## config.mk

```make
export PLATFORM = sky130hd
export DESIGN_NAME = masked_signature_matcher_core
export DESIGN_NICKNAME = d
export VERILOG_FILES = /design/src/rtl/smm_pkg.sv /design/src/rtl/smm_cfg_regs.sv /design/src/rtl/smm_byte_check.sv /design/src/rtl/smm_result.sv /design/src/rtl/masked_signature_matcher_core.sv
export SDC_FILE = /design/constraint.sdc
export NUM_CORES = 1
export LEC_CHECK = 0
export ABC_AREA = 0
export BUFFER_PORTS_ARGS = -buffer_cell sky130_fd_sc_hd__buf_2
export CAP_MARGIN = 15
export CELL_PAD_IN_SITES_DETAIL_PLACEMENT = 1
export CELL_PAD_IN_SITES_GLOBAL_PLACEMENT = 2
export CORE_UTILIZATION = 36
export DETAILED_ROUTE_END_ITERATION = 7
export HOLD_SLACK_MARGIN = 0.1
export PLACE_DENSITY_LB_ADDON = 0.1
export SYNTH_ARGS = -nofsm -noshare
export SYNTH_HDL_FRONTEND = slang
export SYNTH_SLANG_ARGS = --single-unit
```

## constraint.sdc

```tcl
create_clock -name clk -period 6.5 [get_ports clk]
set_input_delay 0.325 -clock clk [delete_from_list [all_inputs] [get_ports clk]]
set_output_delay 0.325 -clock clk [all_outputs]
set_load 0.05 [all_outputs]
```

## src/rtl/smm_pkg.sv

```systemverilog
`timescale 1ns / 1ps

package smm_pkg;

  localparam int SIG_MAX_BYTES = 16;
  localparam int SIG_IDX_W = $clog2(SIG_MAX_BYTES);
  localparam int LEN_W = 5;
  localparam int POS_W = 17;
  localparam logic [POS_W-1:0] POS_MAX = '1;
  localparam logic [7:0] BYTE_MASK = 8'hFF;

  // Configuration register indexes
  localparam int CFG_IDX_W = 3;
  localparam logic [CFG_IDX_W-1:0] REG_SIG_OFFSET = 3'd0;
  localparam logic [CFG_IDX_W-1:0] REG_SIG_LENGTH = 3'd1;
  localparam logic [CFG_IDX_W-1:0] REG_MAGIC_LOW = 3'd2;
  localparam logic [CFG_IDX_W-1:0] REG_MAGIC_HIGH = 3'd3;
  localparam logic [CFG_IDX_W-1:0] REG_MASK_LOW = 3'd4;
  localparam logic [CFG_IDX_W-1:0] REG_MASK_HIGH = 3'd5;

  // Verdict codes
  localparam logic [1:0] VERDICT_MATCH = 2'd0;
  localparam logic [1:0] VERDICT_MISMATCH = 2'd1;
  localparam logic [1:0] VERDICT_DROPPED = 2'd2;

  typedef struct packed {
    logic [15:0] offset;
    logic [LEN_W-1:0] length;
    logic [SIG_MAX_BYTES-1:0][7:0] magic;
    logic [SIG_MAX_BYTES-1:0][7:0] mask;
  } cfg_t;

  typedef struct packed {
    logic fire;
    logic dropped;
    logic mismatch;
  } rec_end_t;

endpackage

```

## src/rtl/smm_cfg_regs.sv

```systemverilog
`timescale 1ns / 1ps

module smm_cfg_regs (
  input  logic clk,
  input  logic rst,
  input  logic cfg_valid,
  output logic cfg_ready,
  input  logic [smm_pkg::CFG_IDX_W-1:0] cfg_index,
  input  logic [63:0] cfg_data,
  output smm_pkg::cfg_t cfg
);
  import smm_pkg::*;

  logic [15:0] sig_offset;
  logic [LEN_W-1:0] sig_length;
  logic [63:0] magic_low;
  logic [63:0] magic_high;
  logic [63:0] mask_low;
  logic [63:0] mask_high;
  logic [LEN_W-1:0] eff_length;

  assign cfg_ready = 1'b1;

  always_ff @(posedge clk) begin
    if (rst) begin
      sig_offset <= '0;
      sig_length <= LEN_W'(1);
      magic_low <= '0;
      magic_high <= '0;
      mask_low <= '1;
      mask_high <= '1;
    end else if (cfg_valid && cfg_ready) begin
      case (cfg_index)
        REG_SIG_OFFSET: sig_offset <= cfg_data[15:0];
        REG_SIG_LENGTH: sig_length <= cfg_data[LEN_W-1:0];
        REG_MAGIC_LOW:  magic_low <= cfg_data;
        REG_MAGIC_HIGH: magic_high <= cfg_data;
        REG_MASK_LOW:   mask_low <= cfg_data;
        REG_MASK_HIGH:  mask_high <= cfg_data;
        default: ;
      endcase
    end
  end

  // A length of zero counts as one byte; anything beyond the maximum is clamped.
  always_comb begin
    if (sig_length == '0) begin
      eff_length = LEN_W'(1);
    end else if (sig_length > LEN_W'(SIG_MAX_BYTES)) begin
      eff_length = LEN_W'(SIG_MAX_BYTES);
    end else begin
      eff_length = sig_length;
    end
  end

  assign cfg.offset = sig_offset;
  assign cfg.length = eff_length;
  assign cfg.magic = {magic_high, magic_low};
  assign cfg.mask = {mask_high, mask_low};

endmodule

```

## src/rtl/smm_byte_check.sv

```systemverilog
`timescale 1ns / 1ps

module smm_byte_check (
  input  logic clk,
  input  logic rst,
  input  logic in_valid,
  output logic in_stall,
  input  logic [7:0] data_byte,
  input  logic last_byte,
  input  smm_pkg::cfg_t cfg,
  input  logic result_free,
  output smm_pkg::rec_end_t rec_end
);
  import smm_pkg::*;

  logic s1_valid;
  logic [7:0] s1_byte;
  logic s1_last;
  logic [POS_W-1:0] byte_position;
  logic mismatch_seen;

  logic advance;
  logic accept;
  logic [POS_W-1:0] win_start;
  logic [POS_W-1:0] win_end;
  logic [POS_W-1:0] win_rel;
  logic [SIG_IDX_W-1:0] win_idx;
  logic in_window;
  logic byte_miss;
  logic mismatch_next;
  logic [POS_W-1:0] rec_len;

  // A word that carries no result always moves on; the final word of a
  // record waits for room in the result register.
  assign advance = s1_valid && (!s1_last || result_free);
  assign in_stall = s1_valid && !advance;
  assign accept = in_valid && !in_stall;

  assign win_start = POS_W'(cfg.offset);
  assign win_end = win_start + POS_W'(cfg.length);
  assign win_rel = byte_position - win_start;
  assign win_idx = win_rel[SIG_IDX_W-1:0];
  assign in_window = (byte_position >= win_start) && (byte_position < win_end);
  assign byte_miss = ((s1_byte ^ cfg.magic[win_idx]) & cfg.mask[win_idx] & BYTE_MASK) != 8'h00;
  assign mismatch_next = mismatch_seen || (in_window && byte_miss);
  assign rec_len = (byte_position == POS_MAX) ? POS_MAX : byte_position + POS_W'(1);

  assign rec_end.fire = advance && s1_last;
  assign rec_end.dropped = win_end > rec_len;
  assign rec_end.mismatch = mismatch_next;

  always_ff @(posedge clk) begin
    if (rst) begin
      s1_valid <= 1'b0;
    end else if (accept) begin
      s1_valid <= 1'b1;
    end else if (advance) begin
      s1_valid <= 1'b0;
    end
  end

  always_ff @(posedge clk) begin
    if (accept) begin
      s1_byte <= data_byte;
      s1_last <= last_byte;
    end
  end

  always_ff @(posedge clk) begin
    if (rst) begin
      byte_position <= '0;
      mismatch_seen <= 1'b0;
    end else if (advance) begin
      if (s1_last) begin
        byte_position <= '0;
        mismatch_seen <= 1'b0;
      end else begin
        byte_position <= rec_len;
        mismatch_seen <= mismatch_next;
      end
    end
  end

endmodule

```

## src/rtl/smm_result.sv

```systemverilog
`timescale 1ns / 1ps

module smm_result (
  input  logic clk,
  input  logic rst,
  input  smm_pkg::rec_end_t rec_end,
  output logic result_free,
  output logic out_valid,
  input  logic out_stall,
  output logic [1:0] verdict,
  output logic [63:0] checked_count,
  output logic [63:0] matched_count,
  output logic [63:0] unmatched_count
);
  import smm_pkg::*;

  logic [1:0] verdict_next;

  assign result_free = !out_valid || !out_stall;

  always_comb begin
    if (rec_end.dropped) begin
      verdict_next = VERDICT_DROPPED;
    end else if (rec_end.mismatch) begin
      verdict_next = VERDICT_MISMATCH;
    end else begin
      verdict_next = VERDICT_MATCH;
    end
  end

  always_ff @(posedge clk) begin
    if (rst) begin
      out_valid <= 1'b0;
    end else if (rec_end.fire) begin
      out_valid <= 1'b1;
    end else if (!out_stall) begin
      out_valid <= 1'b0;
    end
  end

  always_ff @(posedge clk) begin
    if (rec_end.fire) begin
      verdict <= verdict_next;
    end
  end

  // The counters only move when a new word is loaded, so they double as the
  // count fields of the word on show.
  always_ff @(posedge clk) begin
    if (rst) begin
      checked_count <= '0;
      matched_count <= '0;
      unmatched_count <= '0;
    end else if (rec_end.fire && !rec_end.dropped) begin
      checked_count <= checked_count + 64'd1;
      if (rec_end.mismatch) begin
        unmatched_count <= unmatched_count + 64'd1;
      end else begin
        matched_count <= matched_count + 64'd1;
      end
    end
  end

endmodule

```

## src/rtl/masked_signature_matcher_core.sv

```systemverilog
// A record's final byte is registered, and its verdict word then loads into the result register.
// Throughput: one byte per cycle unless stalled, set by the single input and result registers.
// The input stalls only while a finished verdict word is held back by the output.
// Reset (synchronous, active high) clears the record position, the mismatch flag,
// the three counters and all handshake state, and loads the register defaults.
`timescale 1ns / 1ps

module masked_signature_matcher_core (
  input  logic clk,
  input  logic rst,
  input  logic cfg_valid,
  output logic cfg_ready,
  input  logic [smm_pkg::CFG_IDX_W-1:0] cfg_index,
  input  logic [63:0] cfg_data,
  input  logic in_valid,
  output logic in_stall,
  input  logic [7:0] data_byte,
  input  logic last_byte,
  output logic out_valid,
  input  logic out_stall,
  output logic [1:0] verdict,
  output logic [63:0] checked_count,
  output logic [63:0] matched_count,
  output logic [63:0] unmatched_count
);
  import smm_pkg::*;

  cfg_t cfg;
  rec_end_t rec_end;
  logic result_free;

  smm_cfg_regs u_cfg (
    .clk       (clk),
    .rst       (rst),
    .cfg_valid (cfg_valid),
    .cfg_ready (cfg_ready),
    .cfg_index (cfg_index),
    .cfg_data  (cfg_data),
    .cfg       (cfg)
  );

  smm_byte_check u_check (
    .clk         (clk),
    .rst         (rst),
    .in_valid    (in_valid),
    .in_stall    (in_stall),
    .data_byte   (data_byte),
    .last_byte   (last_byte),
    .cfg         (cfg),
    .result_free (result_free),
    .rec_end     (rec_end)
  );

  smm_result u_result (
    .clk             (clk),
    .rst             (rst),
    .rec_end         (rec_end),
    .result_free     (result_free),
    .out_valid       (out_valid),
    .out_stall       (out_stall),
    .verdict         (verdict),
    .checked_count   (checked_count),
    .matched_count   (matched_count),
    .unmatched_count (unmatched_count)
  );

endmodule

```

**Yosys cells after proc, flatten, opt, wreduce, memory -nomap -nowiden**

Cells that the tools add are included.

- Register bits: 500
- Input port bits: 81
- Output and inout bits: 197
- Word-level logic and storage cells: 79

- Add/subtract/negate cells: 6
- $lt $le $gt $ge: 5
- Equality and inequality tests: 7
- Muxes and demuxes: 14
- Bitwise gates (word level): 3
- Reduce and logical (&&, ||, !) cells: 28

Operator list:

| kind | number |
|---|---|
| $add 64x1->64 const B | 3 |
| $bmux 8 s4 | 2 |
| $mux 17 | 2 |
| $add 16x5->17 | 1 |
| $add 17x1->17 const B | 1 |
| $eq 17x17->1 const B | 1 |
| $ge 17x16->1 | 1 |
| $gt 17x17->1 | 1 |
| $lt 17x17->1 | 1 |
| $mux 8 | 2 |
| $reduce_and 2->1 | 8 |
| $mux 5 | 2 |
| $and 8x8->8 | 1 |
| $reduce_bool 8->1 | 1 |
| $xor 8x8->8 | 1 |
| $logic_and 1x1->1 | 7 |
| $eq 3x2->1 const B | 2 |
| $eq 3x3->1 const B | 2 |
| $logic_not 1->1 | 6 |
| $mux 1 | 6 |
| $gt 5x5->1 const B | 1 |
| $logic_not 5->1 | 1 |
| $lt 4x5->1 const B | 1 |
| $sub 4x4->4 | 1 |
| other kinds (6) | 8 |

**Depth between registers and ports, before layout**

Gate-level depths: netlist (run 1).

- Word-level depth: 10
- Depth in mapped cells: 26
- Mapped depth without buffers: 24

**Modules after synthesis**

A second synthesis (run 1) with hierarchy kept.

- Cells, all modules: 2752
- Area, all modules: 25295.5 µm²

Modules (own cells, without submodules):

| module | times used | cells each | area each (µm²) | seq. area each (µm²) |
|---|---|---|---|---|
| smm_cfg_regs | 1 | 1054 | 10871.7 | 5545.3 |
| smm_result | 1 | 1123 | 9202.6 | 3923.8 |
| smm_byte_check | 1 | 575 | 5221.3 | 650.6 |

**Least setup slack after synthesis (run 1)**

Ideal clock, no wire load.

- Kind: register to register
- Start point: reg u_cfg.sig_length[1]
- End point: reg u_result.unmatched_count[59]
- Setup time: 0.121 ns
- Arrival time: 4.934 ns
- Data required time: 6.379 ns
- Path slack: 1.446 ns
- Cell stages (with the launch flop): 26
- Path buffers: 1
- Period minus slack after synthesis: 5.054 ns
- Cells stage by stage: dfxtp_1 > nor3_1 > nor2_1 > nor2_1 > ha_1 > inv_1 > fa_1 > inv_1 > a21oi_1 > o21bai_1 > a21o_1 > nand3_1 > nor2_1 > nand2_1 > xnor2_1 > ha_1 > a21o_1 > a21o_1 > a21oi_1 > nand2_1 > o31a_1 > nor2_1 > nand4_1 > clkbuf_1 > a2111oi_0 > mux2_2

- Word-level cells in the longest chain between the ends: 9
- Elaborated cells between the ends (all ways): 13
- Classes of those cells: 1 x add/sub; 3 x order compare; 2 x mux; 7 x reduce/logical

RTL lines:

| what | RTL line | source |
|---|---|---|
| start: declaration | smm_cfg_regs.sv:15 | `logic [LEN_W-1:0] sig_length;` |
| start signal: assignment | smm_cfg_regs.sv:35 | `REG_SIG_LENGTH: sig_length <= cfg_data[LEN_W-1:0];` |
| $gt 5x5->1 | smm_cfg_regs.sv:49 | `end else if (sig_length > LEN_W'(SIG_MAX_BYTES)) begin` |
| $mux 5 | smm_cfg_regs.sv:49 |  |
| $mux 5 (*) | smm_cfg_regs.sv:47 | `if (sig_length == '0) begin` |
| $add 16x5->17 (*) | smm_byte_check.sv:40 | `assign win_end = win_start + POS_W'(cfg.length);` |
| $lt 17x17->1 | smm_byte_check.sv:43 | `assign in_window = (byte_position >= win_start) && (byte_position < win_end);` |
| $logic_and 1x1->1 | smm_byte_check.sv:43 |  |
| $logic_and 1x1->1 | smm_byte_check.sv:45 | `assign mismatch_next = mismatch_seen \|\| (in_window && byte_miss);` |
| $logic_or 1x1->1 | smm_byte_check.sv:45 |  |
| $reduce_and 2->1 (no source line) (*) | n/a |  |
| end signal: assignment | smm_result.sv:57 | `unmatched_count <= unmatched_count + 64'd1;` |
| end: declaration | smm_result.sv:13 | `output logic [63:0] unmatched_count` |

Every way passes the cells marked *; elsewhere a longest branch is shown, timed or not.
A chain may end at the register's enable or synchronous reset.

**Final worst setup path (run 1)**

- Start point: reg u_cfg.sig_length[1]
- End point: reg u_result.checked_count[56]

- Word-level cells in the longest chain between the ends: 7
- Elaborated cells between the ends (all ways): 8
- Classes of those cells: 1 x add/sub; 2 x order compare; 2 x mux; 3 x reduce/logical

RTL lines:

| what | RTL line | source |
|---|---|---|
| $gt 5x5->1 | smm_cfg_regs.sv:49 |  |
| $mux 5 | smm_cfg_regs.sv:49 |  |
| $mux 5 (*) | smm_cfg_regs.sv:47 |  |
| $add 16x5->17 (*) | smm_byte_check.sv:40 |  |
| $gt 17x17->1 (*) | smm_byte_check.sv:49 | `assign rec_end.dropped = win_end > rec_len;` |
| $logic_not 1->1 (*) | smm_result.sv:54 | `end else if (rec_end.fire && !rec_end.dropped) begin` |
| $logic_and 1x1->1 (*) | smm_result.sv:54 |  |
| end signal: assignment | smm_result.sv:55 | `checked_count <= checked_count + 64'd1;` |
| end: declaration | smm_result.sv:11 | `output logic [63:0] checked_count,` |

Marks and branches as above.

==> qor.csv, run 1 <==
stage,metric,value,unit
route,router iterations before antenna repair,5,
setup_path,worst path cell trace,nor3_1 > nor2_1 > nor2_1 > ha_1 > inv_1 > fa_1 > inv_1 > a21oi_1 > o21bai_1 > a21o_1 > nand3_1 > nor2_1 > nand2_1 > xnor2_1 > ha_1 > a21o_1 > a21o_1 > a21oi_1 > nand2_1 > o31a_1 > or4_1 > nor4_1 > xnor2_1 > nor2_1,
clocking,number of H-tree levels,2,
final_layout,share of cells above drive strength 1,18.4,%
pwr,clock power share,48.2,%
yosys,Yosys top cell area share,38.5,%
route,top sig layer,met5,
pwr,Sw Pwr,1.81,mW
grt,first-pass GRT wire length,131000,um
setup_path,CP max stage delay,0.97,ns
route,post-detailed-route count of antenna-violating nets,0,
pwr,P_int,5.48,mW
route,vias per inst,5.35,
sta,# setup viols final,0,
final_layout,layout net count,3415,
floorplanning,Core Area,0.0700,mm^2
floorplanning,Die Y,268,um
floorplanning,chip width,268,um
clocking,Post CTS Setup Buffer Count,0,
yosys,top_reg_cell synth,dfxtp_1,
yosys,number of flops mapped to enable cells by yosys,11,
route,drt initial violations,1236,
grt,number of global-route vias before repair,23500,
yosys,cell taking the most area after synthesis,dfxtp_1,
pwr,worst vdd ir,0.000192,V
placed_design,Final GP Congestion,0.808,
yosys,Avg Inst Size Synth,8.41,um^2
yosys,Syn. warnings,0,
clocking,Clock Path Buffers,3,
outcome,status,"finished, final reports clean",
clocking,Clock Sinks,500,
route,Residual DRC,0,
yosys,post-synthesis cell count,3025,
grt,pin count of the biggest net entering global routing,235,
floorplanning,I/O pin count,278,
sta,minimum clock period,5.89,ns
pwr,Sw Share,24.9,%
placed_design,Port-buffer cells,276,
clocking,clock latency on the worst-skew pair,0.63,ns
sta,Worst Skew,0.0330,ns
final_layout,Layout area overhead,19.8,%
setup_path,most frequent CP cell,nor2_1,
grt,antenna violations before repair,3,
route,DR WL met3,2680,um
setup_path,"Data arrival, critical path",6.37,ns
yosys,synthesized flop and latch total,500,
sta,Final period util,90.6,%
run,max-cap violations,0,
clocking,TritonCTS clock tree,built,
yosys,Syn Std Cell Area,0.0254,mm^2
sta,Fmax,170,MHz
pwr,Power Dens Cells,239,mW/mm^2
pwr,Flop pwr share,43.5,%
yosys,sequential share of the synthesized area,39.8,%
setup_path,Setup crit end kind,flip-flop,
sta,setup_tns,0,ns
grt,All-Layer GR Usage,22.7,%
sta,worst slew pin tran,1.18,ns
yosys,asr flop ratio synth,0,%
sta,RSZ-0062 raised after global routing,false,
grt,GR Overflow Total,0,
pwr,Leak Pwr,12.2,nW
clocking,clk root buf,clkbuf_16,
clocking,clock-pin slew on the worst setup and hold paths,0.06,ns
pwr,combinational share of power,8.3,%
floorplanning,Die ar.,0.0718,mm^2
yosys,Synth cell types,63,
yosys,"top cells by area, synth","dfxtp_1 (38%), nand2_1 (7.6%), mux2_2 (6.1%)",
sta,pins over their slew limit,0,
route,Met1 Wirelength,37400,um
floorplanning,Starting Density,36.3,%
floorplanning,FP Rows,97,
setup_path,"Max FO, Critical Path",23,
clocking,CTS Buf Count,59,
route,DR vias,22800,
placed_design,Post-DP HPWL,55600,um
setup_path,Worst EP required,6.98,ns
route,Total Wirelength,82600,um
sta,final hold viol count,0,
route,met2 routed WL,40700,um
setup_path,slowest CP cell,or4_1,
route,WL/cell,19.4,um
sta,Slew headroom,21.5,%
final_layout,Final Util,43.6,%
setup_path,Crit Path Category,reg2reg,
setup_path,Startpoint Class,flip-flop,
yosys,syn nets,3166,
hold_path,HP Class,in2reg,
layout by cell type (no fill, tap or decap), drive strengths merged, types with 29 or more instances in the layout:
cell type,n
a211o,68
ha,58
nor3,87
nand3,99
dfxtp,489
buf,316
nor2,246
nand2,516
clkbuf,93
and3,56
xor2,42
nor2b,187
a21oi,234
nand4,60
nor4,29
inv,74
mux4,42
nand3b,67
xnor2,69
mux2,138
dlygate4sd3,75
power by group through the flow:
stage	Combinational, mW	Clock, mW	Sequential [mW]
6_report	0.606	3.51	3.17
5_1_grt	0.664	3.75	3.18
4_1_cts	0.614	3.62	3.17
3_5_place_dp	0.571	0	3.24
3_3_place_gp	0.557	0	3.24
2_1_floorplan	0.356	0	3.23
area by class of cell:
class / count / area (um^2)
Antenna cell: 1 / 2.50
Clock buffer: 93 / 1830
Clock inverter: 16 / 245
Fill cell: 8330 / 39500
Inverter: 74 / 278
Multi-Input combinational cell: 2248 / 14300
Sequential cell: 500 / 10100
Tap cell: 940 / 1180
Timing Repair Buffer: 391 / 2500
cells in the mapped netlist, drive strengths merged, types with 6 or more instances:
cell type / count
or4: 6
nor3: 87
clkbuf: 169
a211o: 68
mux2i: 25
nand3b: 67
nor4: 29
o21ai: 25
nor2b: 187
mux4: 42
or3: 18
a2111oi: 7
o21a: 7
ha: 58
nand2b: 8
a211oi: 9
nand4: 60
a21oi: 234
a22oi: 8
and2: 19
buf: 34
o2111ai: 6
xnor2: 69
a21o: 19
nand3: 99
nand2: 516
edfxtp: 11
dfxtp: 489
nor3b: 15
mux2: 138
xor2: 42
a31oi: 11
and3: 56
nor2: 246
inv: 73
and4: 20
sequential cells by signal, summed over array words and instances (netlist names):
signal,flops
u_cfg.magic_high,64
u_cfg.sig_offset,16
u_cfg.mask_high,64
u_cfg.magic_low,64
u_result.out_valid,1
u_result.matched_count,64
u_check.mismatch_seen,1
u_check.s1_valid,1
u_check.s1_byte,8
u_result.unmatched_count,64
u_check.s1_last,1
u_cfg.sig_length,5
u_result.verdict,2
u_check.byte_position,17
u_cfg.mask_low,64
u_result.checked_count,64
metal layers:
layer  GRT usage, %  vias to the layer above
met5              0                        -
li1               -                    11000
met3           2.65                       99
met4           5.99                        4
met2           39.9                      351
met1           29.3                    11400
logic make-up (layout without fill, tap and decap cells):
kind of cell / after synthesis / in the layout / share of synthesized area [%]
muxes: 205 / 205 / 10.8
and+or+nand+nor: 1443 / 1443 / 27.8
other: 1 / 2 / 0.0147
adders and majority gates: 60 / 60 / 3.01
DFF: 500 / 500 / 39.8
xor gates and xnor gates: 111 / 111 / 3.82
AOI/OAI and AO/OA: 428 / 428 / 10.5
buffers and inverters: 277 / 574 / 4.28
what timing repair did:
| action | 4_1_cts | 5_1_grt |
|---|---|---|
| hold buffers | 75 | 0 |
| hold endpoints to repair | 285 | 0 |
| resized for setup | 0 | 3 |
| setup endpoints to repair | 0 | 3 |
through the flow:
| stage | area (um^2) | worst slack (ns) | std cells | hold slack (ns) | power, mW |
|---|---|---|---|---|---|
| 5_1_grt | 30500 | 0.000939 | 4263 | 0.269 | 7.59 |
| 2_1_floorplan | 25400 | 1.45 | 3025 | 0.424 | 3.59 |
| 3_5_place_dp | 27700 | 0.650 | 4078 | 0.448 | 3.81 |
| 6_report | 30500 | 0.611 | 4263 | 0.252 | 7.29 |
| 3_3_place_gp | 27700 | 0.809 | 4078 | 0.440 | 3.79 |
| 4_1_cts | 30500 | 0.586 | 4262 | 0.209 | 7.40 |
critical path, delay by kind of cell, from the launching register on:
kind | cells | cell delay (ns)
flip-flops | 1 | 0.32
XOR/XNOR | 2 | 0.39
AND/OR/NAND/NOR | 10 | 2.53
adder cells (fa/ha/maj) | 3 | 0.87
buffers and inverters | 2 | 0.14
AO/OA/AOI/OAI | 7 | 1.44
path summary, 6_finish.rpt:
path,slack [ns],cells after the start,startpoint,to
min,0.25,4,cfg_index[1],u_cfg.sig_offset[9]
max,0.61,24,u_cfg.sig_length[1],u_result.checked_count[56]
min reg2reg,0.45,2,u_cfg.magic_low[54],u_cfg.magic_low[54]
max reg2reg,0.61,24,u_cfg.sig_length[1],u_result.checked_count[56]
Note: power is estimated with default switching activity, not from simulation.
==> inputs of run 2 (changes only) <==
Settings changed: CELL_PAD_IN_SITES_GLOBAL_PLACEMENT 2 to 1, CORE_UTILIZATION 36 to 45.
==> qor.csv, run 2 (synthesis gave the netlist of run 1 again) <==
stage,metric,value,unit,change
setup_path,path depth of the worst reg2reg path,19,,-21%
pwr,Power Dens Cells,232,mW/mm^2,-2.8%
sta,Worst Hold Slack,0.115,ns,-0.137 ns
route,post-detailed-route count of antenna-violating nets,0,,unchanged
final_layout,share of cells above drive strength 1,18.1,%,-0.23 points
floorplanning,Die Y,240,um,-10%
pwr,Leak Pwr,12.1,nW,-0.85%
grt,pin count of the biggest net entering global routing,249,,+6.0%
sta,RSZ-0062 raised after global routing,false,,
route,DR vias,23100,,+1.3%
sta,worst slew pin tran,1.28,ns,+0.0999 ns
final_layout,most frequent cells in the layout,"nand2_1 (516), dfxtp_1 (489), buf_2 (275)",,
floorplanning,chip width,240,um,-10%
sta,minimum clock period,5.75,ns,-0.137 ns
floorplanning,Core Area,0.0555,mm^2,-21%
grt,most used routing layer in global routing,met2,,
final_layout,Final Cell Area,0.0301,mm^2,-1.4%
floorplanning,Starting Density,45.8,%,+9.5 points
grt,first-pass GRT wire length,128000,um,-2.0%
setup_path,Startpoint Class,flip-flop,,
sta,pins over their slew limit,0,,unchanged
placed_design,Port-buffer cells,276,,unchanged
setup_path,RR Startpoint,u_check.byte_position[1],,
clocking,number of H-tree levels,2,,unchanged
sta,Slew headroom,14.8,%,-6.7 points
clocking,hold_buf cts,75,,unchanged
sta,setup_tns,0,ns,unchanged
clocking,post-cts sizing count,0,,unchanged
grt,met3 Usage GRT,4.39,%,+1.7 points
grt,GR Overflow Total,0,,unchanged
clocking,TritonCTS clock tree,built,,
pwr,clock power share,45.9,%,-2.3 points
floorplanning,I/O pin count,278,,unchanged
floorplanning,Die ar.,0.0575,mm^2,-20%
pwr,Flop pwr share,45.4,%,+1.9 points
clocking,clock-pin slew on the worst setup and hold paths,0.06,ns,about the same
route,Total Wirelength,80400,um,-2.7%
setup_path,Setup crit end kind,flip-flop,,
pwr,Sw Share,25.3,%,+0.46 points
final_layout,layout net count,3411,,-0.12%
route,drt initial violations,1166,,-5.7%
grt,met2 Track Usage GR,48.6,%,+8.7 points
clocking,clock latency on the worst-skew pair,0.63,ns,about the same
grt,GR Util met1,34.0,%,+4.7 points
grt,All-Layer GR Usage,27.7,%,+5.0 points
grt,antenna violations before repair,6,,+3
grt,number of global-route vias before repair,24100,,+2.4%
route,WL/cell,19.8,um,+2.0%
outcome,status,"finished, final reports clean",,
pwr,total power,6.98,mW,-4.2%
setup_path,"Data arrival, critical path",6.26,ns,-0.11 ns
final_layout,Filler cells,6617,,-21%
floorplanning,FP Rows,86,,-11%
clocking,Clock Sinks,500,,unchanged
hold_path,Worst Hold Path Cells,4,,unchanged
setup_path,"Max FO, Critical Path",23,,unchanged
final_layout,Layout area overhead,18.1,%,
sta,# setup viols final,0,,unchanged
clocking,Clock Path Buffers,3,,unchanged
clocking,CTS Buf Count,57,,-3.4%
placed_design,Post-DP HPWL,53200,um,-4.2%
setup_path,crit path from,u_check.byte_position[1],,
sta,Worst Skew,0.0275,ns,-0.00549 ns
hold_path,HP Class,in2reg,,
run,max-cap violations,0,,unchanged
clocking,Post CTS Setup Buffer Count,0,,unchanged
clocking,clk root buf,clkbuf_16,,
pwr,combinational share of power,8.7,%,+0.4 points
final_layout,Post-Layout Cell Count,4067,,-4.6%
setup_path,Worst EP required,7.01,ns,+0.03 ns
pwr,P_int,5.22,mW,-4.8%
sta,final hold viol count,0,,unchanged
sta,Fmax,174,MHz,+2.4%
setup_path,Crit Path Category,reg2reg,,
placed_design,area of placed instances,0.0274,mm^2,-0.86%
hold_path,Hold Startpoint,cfg_index[1],,
pwr,Sw Pwr,1.77,mW,-2.5%
pwr,worst vdd ir,0.000234,V,+22%
route,vias per inst,5.68,,+6.2%
sta,Final period util,88.5,%,-2.1 points
route,router iterations before antenna repair,5,,unchanged
placed_design,Final GP Congestion,0.835,,+3.4%
route,Residual DRC,0,,unchanged
final_layout,"commonest non-fill, non-tap cell in the layout",nand2_1,,
placed_design,Placed Instances,3883,,-4.8%
-- run 2: changes by cell type in the layout (fill, tap and decap cells not counted), moves of 3 or more --
| cell | change |
|---|---|
| a2111oi_1 | -3 |
| diode_2 | +4 |
| a2111oi_0 | +3 |
| buf_4 | -5 |
| clkbuf_16 | -3 |
| bufinv_16 | -3 |
| clkbuf_8 | -5 |
-- run 2: cell type report --
| cell class | count | area, um^2 | area share, % |
|---|---|---|---|
| timing repair buffer | 389 | 2520 | 8.39 |
| clock inverter | 18 | 176 | 0.587 |
| antenna | 5 | 12.5 | 0.0416 |
| tap | 748 | 936 | 3.11 |
| inverter | 74 | 278 | 0.924 |
| multi-input combinational | 2248 | 14300 | 47.7 |
| sequential | 500 | 10100 | 33.7 |
| clock buffer | 85 | 1670 | 5.56 |
-- run 2: critical path, cell delays in order (launching register included) --
cell and delay (ns):
dfxtp_1 0.45, ha_1 0.29, nand2_1 0.08, nor2_1 0.22
and3_1 0.28, and3_1 0.28, and3_1 0.25, nand2_1 0.38
nand2_1 0.22, inv_1 0.06, ha_1 0.31, a21o_1 0.19
a21o_1 0.17, a21oi_1 0.21, nand2_1 0.11, o31a_1 0.41
nor2_4 0.31, o2111ai_4 0.43, a2111oi_0 0.60, mux2_2 0.39
-- run 2: power by group through the flow --
stage,combinational (mW),clock (mW),sequential (mW)
6_report,0.610,3.20,3.17
5_1_grt,0.663,3.38,3.18
4_1_cts,0.607,3.27,3.17
3_5_place_dp,0.565,0,3.24
3_3_place_gp,0.547,0,3.23
2_1_floorplan,0.356,0,3.23
-- run 2: stage by stage --
stage | util, % | worst slack [ns]
floorplan | - | 1.45
global placement | 49.4 | 0.892
detailed placement | 49.4 | 0.736
CTS | 54.1 | 0.719
global route | 54.1 | 0.127
finish | 54.1 | 0.747
-- run 2: metal layers --
layer | wire [um] | share of wire (%) | vias up
li1 | - | - | 11000
met1 | 34400 | 43 | 11500
met2 | 39800 | 50 | 465
met3 | 3640 | 4.5 | 149
met4 | 2540 | 3.2 | 4
met5 | 22 | 0.027 | -
-- run 2: worst paths after layout --
kind	end	slack, ns
worst max register to register	u_result.unmatched_count[59]	0.75
worst max-delay path	u_result.unmatched_count[59]	0.75
worst min register to register	u_cfg.magic_low[61]	0.46
worst min-delay path	u_cfg.sig_offset[0]	0.12
==> inputs of run 3 (changes only) <==
Settings changed: REMOVE_ABC_BUFFERS set to 1.
==> qor.csv, run 3 (synthesis gave the netlist of run 1 again) <==
stage,metric,value,unit,change
sta,pins over their slew limit,0,,unchanged
sta,Slew headroom,23.7,%,+8.8 points
setup_path,CP max stage delay,0.94,ns,+0.34 ns
floorplanning,Starting Density,45.8,%,unchanged
route,post-detailed-route count of antenna-violating nets,0,,unchanged
clocking,Post CTS Setup Buffer Count,0,,unchanged
grt,met3 Usage GRT,4.30,%,-0.092 points
clocking,clock latency on the worst-skew pair,0.63,ns,about the same
setup_path,critical path's top delay family,simple AND/OR/NAND/NOR gates,,
route,Residual DRC,0,,unchanged
sta,# setup viols final,0,,unchanged
pwr,Power Dens Cells,236,mW/mm^2,+1.4%
placed_design,Post-DP HPWL,54300,um,+1.9%
floorplanning,chip width,240,um,unchanged
sta,Final period util,90.4,%,+1.9 points
setup_path,worst path cell trace,ha_1 > nand2_1 > nor2_1 > and3_1 > and3_1 > and3_1 > nand2_1 > nand2_1 > inv_1 > ha_1 > a21o_1 > a21o_1 > a21oi_1 > nand2_1 > o31a_1 > or4_1 > nor4_1 > xnor2_1 > nor2_1,,
sta,worst slew pin tran,1.15,ns,-0.133 ns
clocking,number of H-tree levels,2,,unchanged
grt,first-pass GRT wire length,128000,um,-0.34%
final_layout,layout net count,3414,,+0.088%
hold_path,Hold Startpoint,rst,,
setup_path,most frequent CP cell,nand2_1,,
final_layout,Layout area overhead,18.5,%,
sta,Worst Skew,0.0156,ns,-0.0120 ns
final_layout,Post-Layout Cell Count,4067,,unchanged
run,max-cap violations,0,,unchanged
setup_path,Setup crit end kind,flip-flop,,
placed_design,Port-buffer cells,276,,unchanged
floorplanning,I/O pin count,278,,unchanged
pwr,combinational share of power,8.5,%,-0.2 points
pwr,Flop pwr share,44.7,%,-0.7 points
setup_path,worst path bufs/invs,1,,unchanged
clocking,CTS Buf Count,57,,unchanged
pwr,Leak Pwr,12.1,nW,+0.51%
final_layout,"commonest non-fill, non-tap cell in the layout",nand2_1,,
pwr,P_int,5.32,mW,+1.9%
grt,most used routing layer in global routing,met2,,
route,router iterations before antenna repair,5,,unchanged
sta,RSZ-0062 raised after global routing,false,,
pwr,clock power share,46.9,%,+1.0 points
pwr,worst vdd ir,0.000187,V,-20%
clocking,clock-pin slew on the worst setup and hold paths,0.06,ns,about the same
setup_path,"Max FO, Critical Path",23,,unchanged
hold_path,HP Class,in2reg,,
clocking,Clock Sinks,500,,unchanged
floorplanning,FP Rows,86,,unchanged
placed_design,"worst slack, placed",0.647,ns,-0.0892 ns
final_layout,share of cells above drive strength 1,18.4,%,+0.22 points
setup_path,Worst EP required,6.97,ns,-0.04 ns
placed_design,area of placed instances,0.0274,mm^2,about the same
setup_path,crit path from,u_check.byte_position[1],,
clocking,clk root buf,clkbuf_16,,
grt,antenna violations before repair,4,,-2
route,DR vias,23000,,-0.27%
setup_path,"Data arrival, critical path",6.35,ns,+0.09 ns
route,vias per inst,5.66,,-0.27%
pwr,Sw Share,25.1,%,-0.18 points
floorplanning,Die Y,240,um,unchanged
clocking,post-cts sizing count,0,,unchanged
setup_path,RR Startpoint,u_check.byte_position[1],,
floorplanning,Die ar.,0.0575,mm^2,unchanged
sta,setup_tns,0,ns,unchanged
setup_path,Startpoint Class,flip-flop,,
grt,All-Layer GR Usage,27.5,%,-0.17 points
setup_path,slowest CP cell,or4_1,,
sta,final hold viol count,0,,unchanged
setup_path,Crit Path Category,reg2reg,,
pwr,Sw Pwr,1.79,mW,+0.99%
grt,GR Overflow Total,0,,unchanged
clocking,Clock Path Buffers,3,,unchanged
final_layout,Final Cell Area,0.0301,mm^2,+0.29%
route,Total Wirelength,80200,um,-0.21%
sta,Fmax,170,MHz,-2.1%
setup_path,r2r setup slk,0.62,ns,-0.13 ns
grt,pin count of the biggest net entering global routing,184,,-26%
sta,post-route setup slack,0.622,ns,-0.125 ns
sta,minimum clock period,5.88,ns,+0.125 ns
route,drt initial violations,1346,,+15%
outcome,status,"finished, final reports clean",,
grt,number of global-route vias before repair,23700,,-1.4%
grt,met2 Track Usage GR,47.8,%,-0.78 points
floorplanning,Core Area,0.0555,mm^2,unchanged
route,WL/cell,19.7,um,-0.21%
clocking,TritonCTS clock tree,built,,
grt,GR Util met1,34.7,%,+0.74 points
final_layout,most frequent cells in the layout,"nand2_1 (516), dfxtp_1 (489), buf_2 (275)",,
placed_design,Placed Instances,3886,,+0.077%
pwr,total power,7.10,mW,+1.7%
placed_design,Final GP Congestion,0.892,,+6.8%
[run 3: cell types whose count changed in the layout (fill, tap and decap cells not counted), sizes merged, moves of 2 or more]
cell,delta
diode,-4
clkbuf,-4
inv,-2
buf,+4
clkinv,+4
[run 3: metrics by stage]
stage                     utilization (%)  hold slack (ns)
final                                54.3            0.286
after global placement               49.4            0.439
after floorplan                         -            0.394
after detailed placement             49.4            0.447
after global routing                 54.3            0.297
after CTS                            54.3            0.260
[run 3: worst reg2reg max path: stages (launching register included)]
cell     delay, ns
dfxtp_1       0.46
ha_1          0.32
nand2_1       0.08
nor2_1        0.25
and3_1        0.28
and3_1        0.29
and3_1        0.27
nand2_1       0.41
nand2_1       0.24
inv_1         0.07
ha_1          0.31
a21o_1        0.19
a21o_1        0.18
a21oi_1       0.19
nand2_1       0.10
o31a_1        0.37
or4_1         0.94
nor4_1        0.55
xnor2_1       0.17
nor2_1        0.05
[run 3: worst paths after layout]
check / endpoint / cells past startpoint
worst min register to register: u_cfg.magic_low[11] / 2
worst max register to register: u_result.checked_count[50] / 19
worst min-delay path: u_result.checked_count[25] / 2
worst max-delay path: u_result.checked_count[50] / 19
[run 3: power groups by stage]
stage / clock network (mW) / logic (mW) / registers (mW)
6_report: 3.33 / 0.601 / 3.17
5_1_grt: 3.52 / 0.654 / 3.18
4_1_cts: 3.40 / 0.603 / 3.17
2_1_floorplan: 0 / 0.286 / 3.24
3_3_place_gp: 0 / 0.543 / 3.23
3_5_place_dp: 0 / 0.562 / 3.24
[run 3: final cells by class]
cell class / instances / area, um^2
clock buffer: 82 / 1710
tap: 748 / 936
antenna: 1 / 2.50
clock inverter: 22 / 246
multi-input combinational: 2248 / 14300
sequential: 500 / 10100
fill: 6663 / 25400
inverter: 74 / 278
timing repair buffer: 392 / 2510
[run 3: layer usage]
layer	vias up	share of wire, %	routed length, um
met5	-	0.051	41
li1	11000	-	-
met2	428	49	39500
met4	6	2.9	2330
met1	11500	44	35100
met3	157	4.1	3290
[run 3: what timing repair did]
action,4_1_cts,5_1_grt
hold endpoints to repair,287,0
hold buffers,75,0
endpoints found under the setup margin,0,0
